## src/rtl/kc3_pkg.sv

```systemverilog
// ----------------------------------------------------------------------------
// kc3_pkg
// Shared types and constants for the 3x3 kernel convolution block.
// ----------------------------------------------------------------------------
package kc3_pkg;

    localparam int MAX_WIDTH   = 1024;
    localparam int LS_AW       = $clog2(MAX_WIDTH);
    localparam int PIX_W       = 8;
    localparam int ROW_W       = 16;
    localparam int COL_W       = 10;
    localparam int IMG_W_W     = 11;
    localparam int ACC_W       = 20;
    localparam int MAG_W       = ACC_W - 1;
    localparam int TOT_W       = 12;
    localparam int DEN_W       = TOT_W - 1;
    localparam int PROD_W      = 17;
    localparam int DIV_STEPS   = MAG_W;
    localparam int DIV_CNT_W   = $clog2(DIV_STEPS);
    localparam int QUEUE_DEPTH = 2;
    localparam int QUEUE_AW    = $clog2(QUEUE_DEPTH);

    localparam logic [IMG_W_W-1:0] MIN_DIM   = IMG_W_W'(3);
    localparam logic [IMG_W_W-1:0] MAX_W_LIM = IMG_W_W'(MAX_WIDTH);
    localparam logic [PIX_W-1:0]   PIX_MAX   = 8'd255;

    // Configuration register indexes
    localparam int CFG_IDX_W = 3;
    localparam logic [CFG_IDX_W-1:0] CFG_KERNEL_TOP = 3'd0;
    localparam logic [CFG_IDX_W-1:0] CFG_KERNEL_MID = 3'd1;
    localparam logic [CFG_IDX_W-1:0] CFG_KERNEL_BOT = 3'd2;
    localparam logic [CFG_IDX_W-1:0] CFG_NORMALIZE  = 3'd3;
    localparam logic [CFG_IDX_W-1:0] CFG_IMG_WIDTH  = 3'd4;
    localparam logic [CFG_IDX_W-1:0] CFG_IMG_HEIGHT = 3'd5;
    localparam int CFG_DATA_W = 24;

    typedef logic [2:0][PIX_W-1:0] coef_row_t;

    typedef struct packed {
        logic [PIX_W-1:0] pixel;
        logic             frame_start;
    } item_t;

    typedef struct packed {
        logic [PIX_W-1:0] value;
        logic             window_valid;
        logic [ROW_W-1:0] center_row;
        logic [COL_W-1:0] center_col;
    } result_t;

    // Effective configuration seen by front and back
    typedef struct packed {
        coef_row_t [2:0]    kernel;     // [0] top row, [c] column c (0 = left)
        logic               normalize;
        logic [IMG_W_W-1:0] width;      // clamped to 3..MAX_WIDTH
        logic [ROW_W-1:0]   height;     // raised to at least 3
    } cfg_t;

    // Window snapshot handed from front to back
    typedef struct packed {
        logic [2:0][2:0][PIX_W-1:0] win;   // [row][col], row 0 oldest line
        logic                       valid;
        logic [ROW_W-1:0]           row;
        logic [COL_W-1:0]           col;
    } win_item_t;

endpackage

```

## src/rtl/kc3_queue.sv

```systemverilog
// ----------------------------------------------------------------------------
// kc3_queue
// Short queue of window snapshots between the front and back stages.
// ----------------------------------------------------------------------------
module kc3_queue (
    input  logic              clk,
    input  logic              rst_n,
    input  logic              push,
    input  kc3_pkg::win_item_t push_data,
    output logic              q_full,
    input  logic              pop,
    output logic              q_empty,
    output kc3_pkg::win_item_t head
);
    import kc3_pkg::*;

    win_item_t              slot_reg [QUEUE_DEPTH];
    logic [QUEUE_AW-1:0]    wr_ptr_reg;
    logic [QUEUE_AW-1:0]    rd_ptr_reg;
    logic [QUEUE_AW:0]      count_reg;

    assign q_full  = (count_reg == (QUEUE_AW+1)'(QUEUE_DEPTH));
    assign q_empty = (count_reg == '0);
    assign head    = slot_reg[rd_ptr_reg];

    always_ff @(posedge clk or negedge rst_n)
    begin
        if (!rst_n)
        begin
            wr_ptr_reg <= '0;
            rd_ptr_reg <= '0;
            count_reg  <= '0;
        end
        else
        begin
            if (push)
            begin
                wr_ptr_reg <= wr_ptr_reg + 1'b1;
            end
            if (pop)
            begin
                rd_ptr_reg <= rd_ptr_reg + 1'b1;
            end
            if (push && !pop)
            begin
                count_reg <= count_reg + 1'b1;
            end
            else if (pop && !push)
            begin
                count_reg <= count_reg - 1'b1;
            end
        end
    end

    always_ff @(posedge clk)
    begin
        if (push)
        begin
            slot_reg[wr_ptr_reg] <= push_data;
        end
    end

endmodule

```

## config.mk

```make
export PLATFORM = sky130hd
export DESIGN_NAME = kc3_queue
export DESIGN_NICKNAME = d
export VERILOG_FILES = /design/src/rtl/kc3_pkg.sv /design/src/rtl/kc3_queue.sv
export SDC_FILE = /design/constraint.sdc
export NUM_CORES = 1
export LEC_CHECK = 0
export ABC_AREA = 1
export BUFFER_PORTS_ARGS = -buffer_cell sky130_fd_sc_hd__buf_2
export CORE_ASPECT_RATIO = 0.8
export CORE_UTILIZATION = 31
export CTS_CLUSTER_SIZE = 24
export DETAILED_ROUTE_END_ITERATION = 12
export GPL_ROUTABILITY_DRIVEN = 0
export MAX_ROUTING_LAYER = met4
export PLACE_DENSITY_LB_ADDON = 0.12
export SLEW_MARGIN = 20
export SYNTH_ARGS = -nofsm -noshare
export SYNTH_HDL_FRONTEND = slang
export SYNTH_SLANG_ARGS = --single-unit
```

## constraint.sdc

```tcl
create_clock -name clk -period 15.1 [get_ports clk]
set_input_delay 2.265 -clock clk [delete_from_list [all_inputs] [get_ports clk]]
set_output_delay 2.265 -clock clk [all_outputs]
set_load 0.05 [all_outputs]
```

==> results.cfg, run 1 <==
[status]
status = finished with violations
failed_checks = design-rule violations

[power]
p_leak_uw = 0.00395
peakVddDrop_mv = 0.101
powerDensity_nw_per_um2 = 225

[clocking]
clockBufferDepth = 3
cts_setup_buffers = 0
htreeDepth = 1
cts_resized = 0
cts_root_buffer = clkbuf_16
cts_tree = yes
path_clk_slew_ns = 0.06
cts_hold_buf = 0
cts_made_buffers = 23
clk-insertion-delay-late_ns = 0.50
clock-sinks = 202

[global_route]
first_global_vias = 3909
grt_max_degree = 56
grt_pass1_wl_mm = 22.3
grt_antenna_before_repair = 4
grt_usage = 0.117
overflow = 0

[synth]
syn_inst = 333
yosysUniqueCellTypes = 13
syn_area_per_cell_um2 = 23.6
syn_area_um2 = 7850
synth_seq_cells = 202
synth-simple-area-share = 0.00526
synth_compound_area_frac = 0
synth-seq-area-share = 0.770
synth_fp_nets = 437
ys_warn_count = 0
synthAdderAreaFrac = 0.00159
synth_mux_area_frac = 0.189
synth_top_family_by_area = multiplexers
synth_xor_area_frac = 0.00335

[drt]
drtAntennaViolNets = 0
viasPerCell = 4.19
route.detailed.wl_per_inst_um = 16.9
num_vias = 3749
firstDrtPassIters = 9
post-route-drc-count = 28
finalWirelength_mm = 15.1
drtIter0Drc = 209

[placement]
place_hpwl_mm = 9.71
port_buffers = 203

[floorplan]
fp.dieH_um = 144
initial_core_util = 0.320
num_rows = 51
die_area_um2 = 26000
die-width_um = 180
io_pins = 204
core_region_area_um2 = 24600

[cells_and_area]
nets = 658
layout_commonest_cell = buf_2
mostFrequentLayoutCells = 203 x buf_2, 198 x edfxtp_1, 99 x mux2_4, 23 x clkbuf_16
largest_reg_flops = 198
utilization = 0.399
nFillCells = 2295
area_growth_pct = 24.9
drive_above_1_share = 0.597

[critical_path]
required_ns = 12.84
critical_path.max_fanout = 52
worst_path_max_delay_cell = dfrtp_4
crit_path_start_kind = flip-flop
path_cells = buf_4 > mux2_4 > buf_2
r2r_cells = 3
critPathCaptureType = primary output
cp_slowest_stage_delay_ns = 1.12
crit_type = flip-flop to primary output
crit_start = rd_ptr_reg$_DFFE_PN0P_
cp_top_family = flip-flops
path_depth = 3
crit_arrival_ns = 3.10
timing.rr.start = wr_ptr_reg$_DFFE_PN0P_
worst-path-buf-inv = 2

[timing]
slew_violations = 0
finalSetupTns_ns = 0
rsz0062_at_grt = false
fin_crit_ns = 5.37
period_share = 0.356
setup_viol = 0
slew_headroom = 0.302
clock.fmax_ghz = 0.186
finClkSkew_ns = 0.0133
finalHoldViolations = 0
worstMarginPinSlew_ns = 1.05

[hold_path]
worstHoldStart = count_reg[1]$_DFFE_PN0P_
min_path_cells = 2
worstHoldPathType = flip-flop to flip-flop

[run]
drv_cap = 0
[logic make-up after synthesis]
family / count (synthesis)
xor gates and xnor gates: 3
DFF: 202
muxes: 99
adders and majority gates: 1
and+or+nand+nor: 10
buffers and inverters: 18
[stage by stage]
stage | cells | hold WS, ns | total power (uW) | area (um^2) | setup slack [ns]
finish | 894 | 0.513 | 2210 | 9800 | 9.73
global route | 893 | 0.568 | 2310 | 9800 | 9.53
CTS | 889 | 0.517 | 2250 | 9790 | 9.63
detailed placement | 847 | 0.501 | 1730 | 9100 | 10.18
global placement | 847 | 0.479 | 1720 | 9100 | 10.22
floorplan | 333 | 0.463 | 1600 | 7850 | 8.09
[power breakdown]
group          internal, uW  switching [uW]
logic                   290             597
clock network           297             211
registers               746            68.9
[synthesized netlist by cell type]
cell	number	area share
edfxtp_1	198	0.76
mux2_4	99	0.19
buf_12	10	0.026
inv_1	7	0.0033
nand2_1	5	0.0024
dfrtp_1	4	0.013
nor2_1	3	0.0014
xor2_1	2	0.0022
buf_6	1	0.0014
ha_1	1	0.0016
nand3_1	1	0.00064
nand4_1	1	0.00080
xnor2_1	1	0.0011
[worst min-delay path, cell delays in order (launching register included)]
cell	delay, ns
dfrtp_1	0.37
nand2_1	0.06
nand2_1	0.05
[layout make-up]
type | count | area [um^2] | share of cell area
Clock buffer | 27 | 591 | 0.0603
Clock inverter | 15 | 103 | 0.0105
Multi-Input combinational cell | 113 | 1570 | 0.161
Tap cell | 318 | 398 | 0.0406
Timing Repair Buffer | 207 | 1050 | 0.107
Sequential cell | 202 | 6050 | 0.617
Inverter | 7 | 28.8 | 0.00294
Antenna cell | 5 | 12.5 | 0.00128
[per-layer routing]
metal,track usage,wire length [um],up-vias
met4,0.0318,363,0
met1,0.153,7110,1812
met5,-,0,-
met2,0.173,6430,147
li1,-,-,1762
met3,0.0398,1230,28
[worst paths after layout]
check                                             to  slack (ns)
setup / recovery                            head[35]        9.73
hold / removal              count_reg[1]$_DFFE_PN0P_        0.51
setup reg to reg           slot_reg[1][88]$_DFFE_PP_       12.91
hold reg to reg             count_reg[1]$_DFFE_PN0P_        0.51
max in group asynchronous     rd_ptr_reg$_DFFE_PN0P_       13.40
min in group asynchronous     rd_ptr_reg$_DFFE_PN0P_        1.56
(Power assumes the default switching activity.)
==> run 2, diff against run 1 <==
==> constraint.sdc (replaced) <==
create_clock -name clk -period 5.1 [get_ports clk]
set_input_delay 0.765 -clock clk [delete_from_list [all_inputs] [get_ports clk]]
set_output_delay 0.765 -clock clk [all_outputs]
set_load 0.05 [all_outputs]
==> results.cfg, run 2 (synthesis gave the netlist of run 1 again) <==
[cells_and_area]
mostFrequentLayoutCells = 203 x buf_2, 198 x edfxtp_1, 99 x mux2_4, 23 x clkbuf_16, 7 x clkinv_1
area_growth_pct = 24.8
drive_above_1_share = 0.591
nFillCells = 2254
utilization = 0.399
nets = 658
largest_reg_flops = 198
layout_commonest_cell = buf_2
multi_input_area_um2 = 1570
regArea_um2 = 6050

[timing]
slew_headroom = 0.322
worstMarginPinSlew_ns = 1.02
finalHoldViolations = 0
clock.fmax_ghz = 0.297
finalSetupTns_ns = 0
slew_violations = 0
finClkSkew_ns = 0.00736
setup_viol = 0
rsz0062_at_grt = false
period_share = 0.661
fin_crit_ns = 3.37

[clocking]
cts_resized = 0
path_clk_slew_ns = 0.06
clock-sinks = 202
clockBufferDepth = 3
htreeDepth = 1
cts_made_buffers = 23
cts_tree = yes
cts_setup_buffers = 0
clk-insertion-delay-late_ns = 0.49
cts_root_buffer = clkbuf_16
cts_hold_buf = 0

[critical_path]
crit_type = flip-flop to primary output
critical_path.max_fanout = 62
crit_path_start_kind = flip-flop
path_cells = buf_12 > mux2_4 > buf_2
required_ns = 4.34
crit_start = rd_ptr_reg$_DFFE_PN0P_
crit_arrival_ns = 2.61
cp_slowest_stage_delay_ns = 0.91
critPathCaptureType = primary output
worst_path_max_delay_cell = dfrtp_4
r2r_cells = 3
timing.rr.start = wr_ptr_reg$_DFFE_PN0P_

[drt]
route.detailed.wl_per_inst_um = 16.6
firstDrtPassIters = 8
post-route-drc-count = 28
finalWirelength_mm = 14.8
num_vias = 3754
viasPerCell = 4.22
drtAntennaViolNets = 0
drtIter0Drc = 185

[floorplan]
initial_core_util = 0.320
fp.dieH_um = 144
num_rows = 51
core_region_area_um2 = 24600
io_pins = 204
die-width_um = 180
die_area_um2 = 26000

[global_route]
first_global_vias = 3924
grt_usage = 0.115
grt_antenna_before_repair = 1
grt_pass1_wl_mm = 21.9
grt_max_degree = 76
overflow = 0

[power]
finalPower_uw = 6520
p_leak_uw = 0.00395
peakVddDrop_mv = 0.273
powerDensity_nw_per_um2 = 665

[status]
status = finished with violations
failed_checks = design-rule violations

[hold_path]
worstHoldPathType = input port to asynchronous set/reset pin

[placement]
port_buffers = 203
place_hpwl_mm = 9.52

[run]
drv_cap = 0
run 2: per-stage QoR:
stage,area (um^2),hold WS (ns),setup slack [ns],instances
final,9800,0.0799,1.73,889
after global routing,9800,0.0554,1.63,888
after CTS,9790,0.0541,1.71,887
after detailed placement,9120,0.516,2.26,847
after global placement,9120,0.481,2.27,847
after floorplan,7850,0.463,1.31,333
run 2: worst paths after layout:
path,endpoint,slack (ns)
min,rd_ptr_reg$_DFFE_PN0P_,0.08
min reg2reg,count_reg[1]$_DFFE_PN0P_,0.53
min in group clk,slot_reg[1][23]$_DFFE_PP_,0.46
max in group asynchronous,rd_ptr_reg$_DFFE_PN0P_,4.87
max reg2reg,slot_reg[1][97]$_DFFE_PP_,2.98
max,head[60],1.73
run 2: final cells by class:
cell class	count	share of cell area
Antenna cell	2	0.000511
Clock buffer	29	0.0610
Clock inverter	11	0.00766
Inverter	7	0.00294
Multi-Input combinational cell	113	0.161
Sequential cell	202	0.617
Tap cell	318	0.0406
Timing Repair Buffer	207	0.109
run 2: critical path, delay by kind of cell, from the launching register on:
family	cells	cell delay, ns
DFF	1	0.91
buffers and inverters	2	0.64
muxes	1	0.36
run 2: layer usage:
| metal | GRT usage | part of all wire |
|---|---|---|
| met5 | - | 0 |
| met4 | 0.0358 | 0.023 |
| met3 | 0.0393 | 0.088 |
| met2 | 0.174 | 0.45 |
| met1 | 0.145 | 0.44 |
run 2: report_power, final:
group | total, uW | leakage [uW] | switching, uW | internal (uW)
logic | 2660 | 0.00172 | 1800 | 862
clock network | 1480 | 0.000328 | 604 | 874
registers | 2380 | 0.00190 | 169 | 2210
total | 6520 | 0.00395 | 2570 | 3940
