File: src/rtl/kc3_pkg.sv
// ----------------------------------------------------------------------------
// kc3_pkg
// Shared types and constants for the 3x3 kernel convolution block.
// ----------------------------------------------------------------------------
package kc3_pkg;

    localparam int MAX_WIDTH   = 1024;
    localparam int LS_AW       = $clog2(MAX_WIDTH);
    localparam int PIX_W       = 8;
    localparam int ROW_W       = 16;
    localparam int COL_W       = 10;
    localparam int IMG_W_W     = 11;
    localparam int ACC_W       = 20;
    localparam int MAG_W       = ACC_W - 1;
    localparam int TOT_W       = 12;
    localparam int DEN_W       = TOT_W - 1;
    localparam int PROD_W      = 17;
    localparam int DIV_STEPS   = MAG_W;
    localparam int DIV_CNT_W   = $clog2(DIV_STEPS);
    localparam int QUEUE_DEPTH = 2;
    localparam int QUEUE_AW    = $clog2(QUEUE_DEPTH);

    localparam logic [IMG_W_W-1:0] MIN_DIM   = IMG_W_W'(3);
    localparam logic [IMG_W_W-1:0] MAX_W_LIM = IMG_W_W'(MAX_WIDTH);
    localparam logic [PIX_W-1:0]   PIX_MAX   = 8'd255;

    // Configuration register indexes
    localparam int CFG_IDX_W = 3;
    localparam logic [CFG_IDX_W-1:0] CFG_KERNEL_TOP = 3'd0;
    localparam logic [CFG_IDX_W-1:0] CFG_KERNEL_MID = 3'd1;
    localparam logic [CFG_IDX_W-1:0] CFG_KERNEL_BOT = 3'd2;
    localparam logic [CFG_IDX_W-1:0] CFG_NORMALIZE  = 3'd3;
    localparam logic [CFG_IDX_W-1:0] CFG_IMG_WIDTH  = 3'd4;
    localparam logic [CFG_IDX_W-1:0] CFG_IMG_HEIGHT = 3'd5;
    localparam int CFG_DATA_W = 24;

    typedef logic [2:0][PIX_W-1:0] coef_row_t;

    typedef struct packed {
        logic [PIX_W-1:0] pixel;
        logic             frame_start;
    } item_t;

    typedef struct packed {
        logic [PIX_W-1:0] value;
        logic             window_valid;
        logic [ROW_W-1:0] center_row;
        logic [COL_W-1:0] center_col;
    } result_t;

    // Effective configuration seen by front and back
    typedef struct packed {
        coef_row_t [2:0]    kernel;     // [0] top row, [c] column c (0 = left)
        logic               normalize;
        logic [IMG_W_W-1:0] width;      // clamped to 3..MAX_WIDTH
        logic [ROW_W-1:0]   height;     // raised to at least 3
    } cfg_t;

    // Window snapshot handed from front to back
    typedef struct packed {
        logic [2:0][2:0][PIX_W-1:0] win;   // [row][col], row 0 oldest line
        logic                       valid;
        logic [ROW_W-1:0]           row;
        logic [COL_W-1:0]           col;
    } win_item_t;

endpackage

File: src/rtl/kc3_back.sv
// ----------------------------------------------------------------------------
// kc3_back
// Weighted sum of a window, optional division by the coefficient total,
// clamping, and the result register facing the consumer.
// ----------------------------------------------------------------------------
module kc3_back (
    input  logic               clk,
    input  logic               rst_n,
    input  kc3_pkg::cfg_t      cfg,
    input  logic               q_empty,
    input  kc3_pkg::win_item_t head,
    output logic               q_pop,
    output logic               empty,
    input  logic               pop,
    output kc3_pkg::result_t   result
);
    import kc3_pkg::*;

    typedef enum logic [1:0] {
        B_IDLE,
        B_MAC,
        B_DIV,
        B_DONE
    } bstate_t;

    bstate_t                 state_reg;
    win_item_t               cur_reg;
    logic [1:0]              row_sel_reg;
    logic signed [ACC_W-1:0] acc_reg;
    logic signed [TOT_W-1:0] tot_reg;
    logic [MAG_W-1:0]        mag_reg;     // magnitude, then quotient
    logic                    neg_reg;
    logic [DEN_W-1:0]        den_reg;
    logic [DEN_W-1:0]        rem_reg;
    logic [DIV_CNT_W-1:0]    cnt_reg;
    result_t                 out_reg;
    logic                    out_full_reg;

    logic signed [TOT_W-1:0]  tot_next;
    logic signed [PROD_W-1:0] prod [3];
    logic signed [ACC_W-1:0]  row_sum;
    logic signed [ACC_W-1:0]  acc_fin;
    logic signed [ACC_W-1:0]  acc_abs;
    logic signed [TOT_W-1:0]  tot_abs;
    logic [DEN_W:0]           rem_shift;
    logic                     q_bit;
    logic [DEN_W-1:0]         rem_next;
    logic [PIX_W-1:0]         clamped;

    assign q_pop  = (state_reg == B_IDLE) && !q_empty;
    assign empty  = !out_full_reg;
    assign result = out_reg;

    always_comb
    begin
        tot_next = '0;
        for (int r = 0; r < 3; r++)
        begin
            for (int c = 0; c < 3; c++)
            begin
                tot_next = tot_next + TOT_W'($signed(cfg.kernel[r][c]));
            end
        end
    end

    // One kernel row per cycle
    always_comb
    begin
        row_sum = '0;
        for (int c = 0; c < 3; c++)
        begin
            prod[c] = $signed({1'b0, cur_reg.win[row_sel_reg][c]})
                      * $signed(cfg.kernel[row_sel_reg][c]);
            row_sum = row_sum + ACC_W'(prod[c]);
        end
        acc_fin = acc_reg + row_sum;
        acc_abs = acc_fin[ACC_W-1] ? -acc_fin : acc_fin;
        tot_abs = tot_reg[TOT_W-1] ? -tot_reg : tot_reg;
    end

    // Restoring divide step: one quotient bit per cycle
    always_comb
    begin
        rem_shift = {rem_reg, mag_reg[MAG_W-1]};
        q_bit     = (rem_shift >= {1'b0, den_reg});
        rem_next  = q_bit ? DEN_W'(rem_shift - {1'b0, den_reg}) : rem_shift[DEN_W-1:0];
    end

    always_comb
    begin
        if (!cur_reg.valid || (neg_reg && (mag_reg != '0)))
        begin
            clamped = '0;
        end
        else if (mag_reg > MAG_W'(PIX_MAX))
        begin
            clamped = PIX_MAX;
        end
        else
        begin
            clamped = mag_reg[PIX_W-1:0];
        end
    end

    always_ff @(posedge clk or negedge rst_n)
    begin
        if (!rst_n)
        begin
            state_reg    <= B_IDLE;
            out_full_reg <= 1'b0;
        end
        else
        begin
            if (pop && out_full_reg)
            begin
                out_full_reg <= 1'b0;
            end
            unique case (state_reg)
                B_IDLE:
                begin
                    if (!q_empty)
                    begin
                        cur_reg     <= head;
                        tot_reg     <= tot_next;
                        acc_reg     <= '0;
                        row_sel_reg <= '0;
                        state_reg   <= head.valid ? B_MAC : B_DONE;
                    end
                end
                B_MAC:
                begin
                    acc_reg     <= acc_fin;
                    row_sel_reg <= row_sel_reg + 1'b1;
                    if (row_sel_reg == 2'd2)
                    begin
                        mag_reg <= acc_abs[MAG_W-1:0];
                        rem_reg <= '0;
                        cnt_reg <= '0;
                        den_reg <= tot_abs[DEN_W-1:0];
                        if (cfg.normalize && (tot_reg != '0))
                        begin
                            neg_reg   <= acc_fin[ACC_W-1] ^ tot_reg[TOT_W-1];
                            state_reg <= B_DIV;
                        end
                        else
                        begin
                            neg_reg   <= acc_fin[ACC_W-1];
                            state_reg <= B_DONE;
                        end
                    end
                end
                B_DIV:
                begin
                    rem_reg <= rem_next;
                    mag_reg <= {mag_reg[MAG_W-2:0], q_bit};
                    cnt_reg <= cnt_reg + 1'b1;
                    if (cnt_reg == DIV_CNT_W'(DIV_STEPS - 1))
                    begin
                        state_reg <= B_DONE;
                    end
                end
                B_DONE:
                begin
                    if (!out_full_reg)
                    begin
                        out_reg.value        <= clamped;
                        out_reg.window_valid <= cur_reg.valid;
                        out_reg.center_row   <= cur_reg.row;
                        out_reg.center_col   <= cur_reg.col;
                        out_full_reg         <= 1'b1;
                        state_reg            <= B_IDLE;
                    end
                end
                default:
                begin
                    state_reg <= B_IDLE;
                end
            endcase
        end
    end

    a_border_zero: assert property (@(posedge clk) disable iff (!rst_n)
        (out_full_reg && !out_reg.window_valid) |->
            (out_reg.value == '0) && (out_reg.center_row == '0)
            && (out_reg.center_col == '0))
        else $error("border beat carries nonzero fields");

    a_div_bound: assert property (@(posedge clk) disable iff (!rst_n)
        (state_reg == B_DIV) |-> (cnt_reg < DIV_CNT_W'(DIV_STEPS)) && (den_reg != '0))
        else $error("divider step count or divisor out of range");

    a_hold_result: assert property (@(posedge clk) disable iff (!rst_n)
        (out_full_reg && !pop) |=> out_full_reg && $stable(out_reg))
        else $error("waiting result changed before pop");

endmodule
File: config.mk
export PLATFORM = sky130hd
export DESIGN_NAME = kc3_back
export DESIGN_NICKNAME = d
export VERILOG_FILES = /design/src/rtl/kc3_pkg.sv /design/src/rtl/kc3_back.sv
export SDC_FILE = /design/constraint.sdc
export NUM_CORES = 1
export LEC_CHECK = 0
export ABC_AREA = 1
export BUFFER_PORTS_ARGS = -buffer_cell sky130_fd_sc_hd__buf_2
export CAP_MARGIN = 25
export CORE_ASPECT_RATIO = 1.1
export CORE_UTILIZATION = 50
export DETAILED_ROUTE_END_ITERATION = 16
export PLACE_DENSITY = 0.7
export SYNTH_ARGS = -nofsm -noshare
export SYNTH_HDL_FRONTEND = slang
export SYNTH_SLANG_ARGS = --single-unit
File: constraint.sdc
create_clock -name clk -period 14.15 [get_ports clk]
set_clock_uncertainty 0.1 [all_clocks]
set_input_delay 1.415 -clock clk [delete_from_list [all_inputs] [get_ports clk]]
set_output_delay 1.415 -clock clk [all_outputs]
set_load 0.03 [all_outputs]
==> run_results.csv <==
group,metric,value,unit
clocking,cts_hold_buf,0,
yosys,synth_edf_count,215,
floorplanning,pin_count,240,
worst_setup_path,cpPeakStageDelay,570,ps
final_layout,area_growth,12.24,%
clocking,clock_latency,540,ps
sta,slew_headroom,27.78,%
worst_setup_path,startpoint,"row_sel_reg[0]",
yosys,synth_seq_cells,218,
floorplanning,core,0.03918,mm^2
worst_setup_path,crit_slowest_cell,"fa_1",
clocking,cts-buffers-inserted,23,
floorplanning,die_y,211.1,um
sta,tightest_slew,1076,ps
routing,dr.pass1.iters,5,
global_routing,grt_max_degree,73,
yosys,yosys-top-cells-area,"edfxtp_1, fa_1, inv_1",
final_layout,diodes,0,
sta,finalCriticalPeriod,8713,ps
yosys,avgSynthCellArea,9.390,um^2
worst_setup_path,worst-r2r-setup-slack,5440,ps
run,drv_cap,0,
clocking,clockRootBuffer,"clkbuf_16",
floorplanning,design.die.area,0.04056,mm^2
clocking,post_cts_resized,0,
worst_setup_path,r2r_start,"row_sel_reg[0]",
worst_setup_path,crit_type,"reg -> reg",
outcome,outcome,"completed",
clocking,cts.sinks,218,
place,dpl.hpwl,37960,um
yosys,synth-warning-count,0,
sta,setup-tns-final,0,ps
worst_setup_path,start_kind,"flip-flop",
routing,num_vias,14660,
floorplanning,initial_utilization,50.74,%
sta,finalMaxSlewViolations,0,
worst_setup_path,crit_path_end_kind,"flip-flop",
floorplanning,chipWidth,192.1,um
routing,drc_errors,0,
global_routing,antenna_found_initial,0,
clocking,h-tree-depth,1,
global_routing,grt_pass1_vias,15410,
routing,drt_iter0_markers,977,
sta,rsz0062_at_grt,"no",
routing,vias_per_cell,5.121,
worst_setup_path,reg2reg_to,"mag_reg[8]",
clocking,post_cts_buffers,0,
routing,detail-route-antenna-nets,0,
sta,postLayoutSetupSlackWorst,5437,ps
yosys,syn_area,0.01988,mm^2
final_layout,final_nets,2949,
sta,holdWs,316.0,ps
clocking,clock_path_buffers,3,
yosys,ys_seq_area_share,32.85,%
final_layout,final_area,0.02231,mm^2
yosys,synth_top_area_share,32.48,%
yosys,ys_async_sr_fraction,1.376,%
global_routing,grtUsageTotal,24.00,%
sta,fmax,114.8,MHz
final_layout,layout-drive-gt1-share,13.29,%
yosys,yosys.area.top_type,"edfxtp_1",
routing,routed_wl,46030,um
worst_setup_path,cp_max_fo,51,
min_path,min_path_cells,0,
yosys,synth_nets,2725,
min_path,hold_class,"reg -> reg",
place,dpl_cell_area,0.02156,mm^2
sta,setup_viol,0,
global_routing,grt_pass1_wl,75540,um
worst_setup_path,r2r_cells,31,
place,io_buffers,212,
sta,finalHoldViolCount,0,
yosys,synthFlopType,"edfxtp_1",
yosys,synthesis.instances,2117,
worst_setup_path,critPathRequiredTime,14280,ps
yosys,synth_cell_type_count,43,
worst_setup_path,cp-endpoint,"mag_reg[8]",
final_layout,largest_register_ffs,99,
place,post-place-ws,5339,ps
global_routing,grt_overflow,0,
clocking,path_clk_slew,60,ps
sta,timing.final.crit_share,61.57,%
routing,wire_per_inst,16.08,um
place,gp_congestion,0.9050,
clocking,cts_tree,"done",
worst_setup_path,worstPathArrival,8840,ps
floorplanning,rows,76,
## area by class of cell
type                            count  area [um^2]
Sequential cell                   218         6531
Tap cell                          507        634.4
Inverter                          557         2091
Multi-Input combinational cell   1311        11140
Clock buffer                       25        583.1
Fill cell                        3486        16860
Timing Repair Buffer              230         1209
Clock inverter                     14        121.4
## worst max-delay path, delay by kind of cell (launching register included)
family | cells | cell delay, ps
fa+ha+maj | 8 | 3870
buf+inv | 8 | 1790
simple gates | 12 | 1520
compound gates | 2 | 620
flops | 1 | 320
xor+xnor | 1 | 160
## synth_stat cells (2+ instances only)
cell type	number
dfrtp_1	3
nor2_2	4
ha_1	159
nand2_1	424
inv_1	557
clkbuf_1	22
a32oi_1	10
a211oi_1	2
and2_1	2
or2_2	23
nand4_1	10
xor2_1	29
nand2_2	13
buf_6	2
nand3_1	53
buf_2	4
a21oi_1	49
o21ai_0	75
nor3_1	11
edfxtp_1	215
nor2_1	125
nor4_1	2
o21ai_1	39
nand3_2	2
fa_1	246
a31oi_1	2
xnor2_1	15
buf_1	2
o2111ai_1	2
a21o_1	2
## cell usage in the layout (no fill, tap or decap), types with 2 or more instances in the layout
| cell type | n |
|---|---|
| dfrtp_1 | 3 |
| nand4_1 | 10 |
| a21o_1 | 2 |
| buf_4 | 17 |
| nor3_1 | 10 |
| inv_6 | 2 |
| fa_1 | 246 |
| nand3_2 | 2 |
| ha_1 | 159 |
| a21oi_1 | 49 |
| o21ai_1 | 39 |
| and2_1 | 2 |
| nor2_1 | 123 |
| edfxtp_1 | 215 |
| clkinv_2 | 3 |
| o2111ai_1 | 2 |
| o21ai_0 | 75 |
| nor2_2 | 4 |
| buf_2 | 212 |
| nor2_4 | 2 |
| nor4_1 | 2 |
| nand2_2 | 13 |
| a32oi_1 | 10 |
| nand2_1 | 424 |
| xor2_1 | 29 |
| clkbuf_16 | 23 |
| xnor2_1 | 15 |
| nand3_1 | 53 |
| clkinvlp_4 | 2 |
| clkinv_1 | 4 |
| inv_1 | 557 |
| or2_2 | 23 |
| a31oi_1 | 2 |
| clkbuf_1 | 2 |
## metrics by stage
| step | std cells | utilization [%] |
|---|---|---|
| after CTS | 2857 | 56.82 |
| after floorplan | 2117 | - |
| after detailed placement | 2818 | 55.03 |
| after global placement | 2818 | 55.03 |
| final | 2862 | 56.95 |
| after global routing | 2862 | 56.95 |
## how the worst min path moves through the flow
stage,start,to,slack (ps)
2_1_floorplan,cur_reg[0],result[0],300
6_report,cur_reg[21],result[21],320
3_3_place_gp,cur_reg[19],result[19],300
5_1_grt,cur_reg[9],result[9],330
3_5_place_dp,cur_reg[21],result[21],300
4_1_cts,cur_reg[21],result[21],320
## layer usage
| metal | part of all wire [%] | global-route usage, % | up-vias |
|---|---|---|---|
| met3 | 7.0 | 4.137 | 94 |
| met4 | 3.2 | 7.901 | 0 |
| met1 | 40 | 30.50 | 7097 |
| met5 | 0 | 0 | - |
| met2 | 49 | 41.38 | 519 |
| li1 | - | - | 6945 |
## cells by family after synthesis
logic type	count (synthesis)	synth area share, %
simple gates	671	13.88
buf+inv	588	11.25
compound gates	191	5.293
flops	218	32.85
xor+xnor	44	1.939
fa+ha+maj	405	34.78
Power is not shown: default switching activity piles up to over one toggle a cycle in this logic, so the estimate is an artifact.
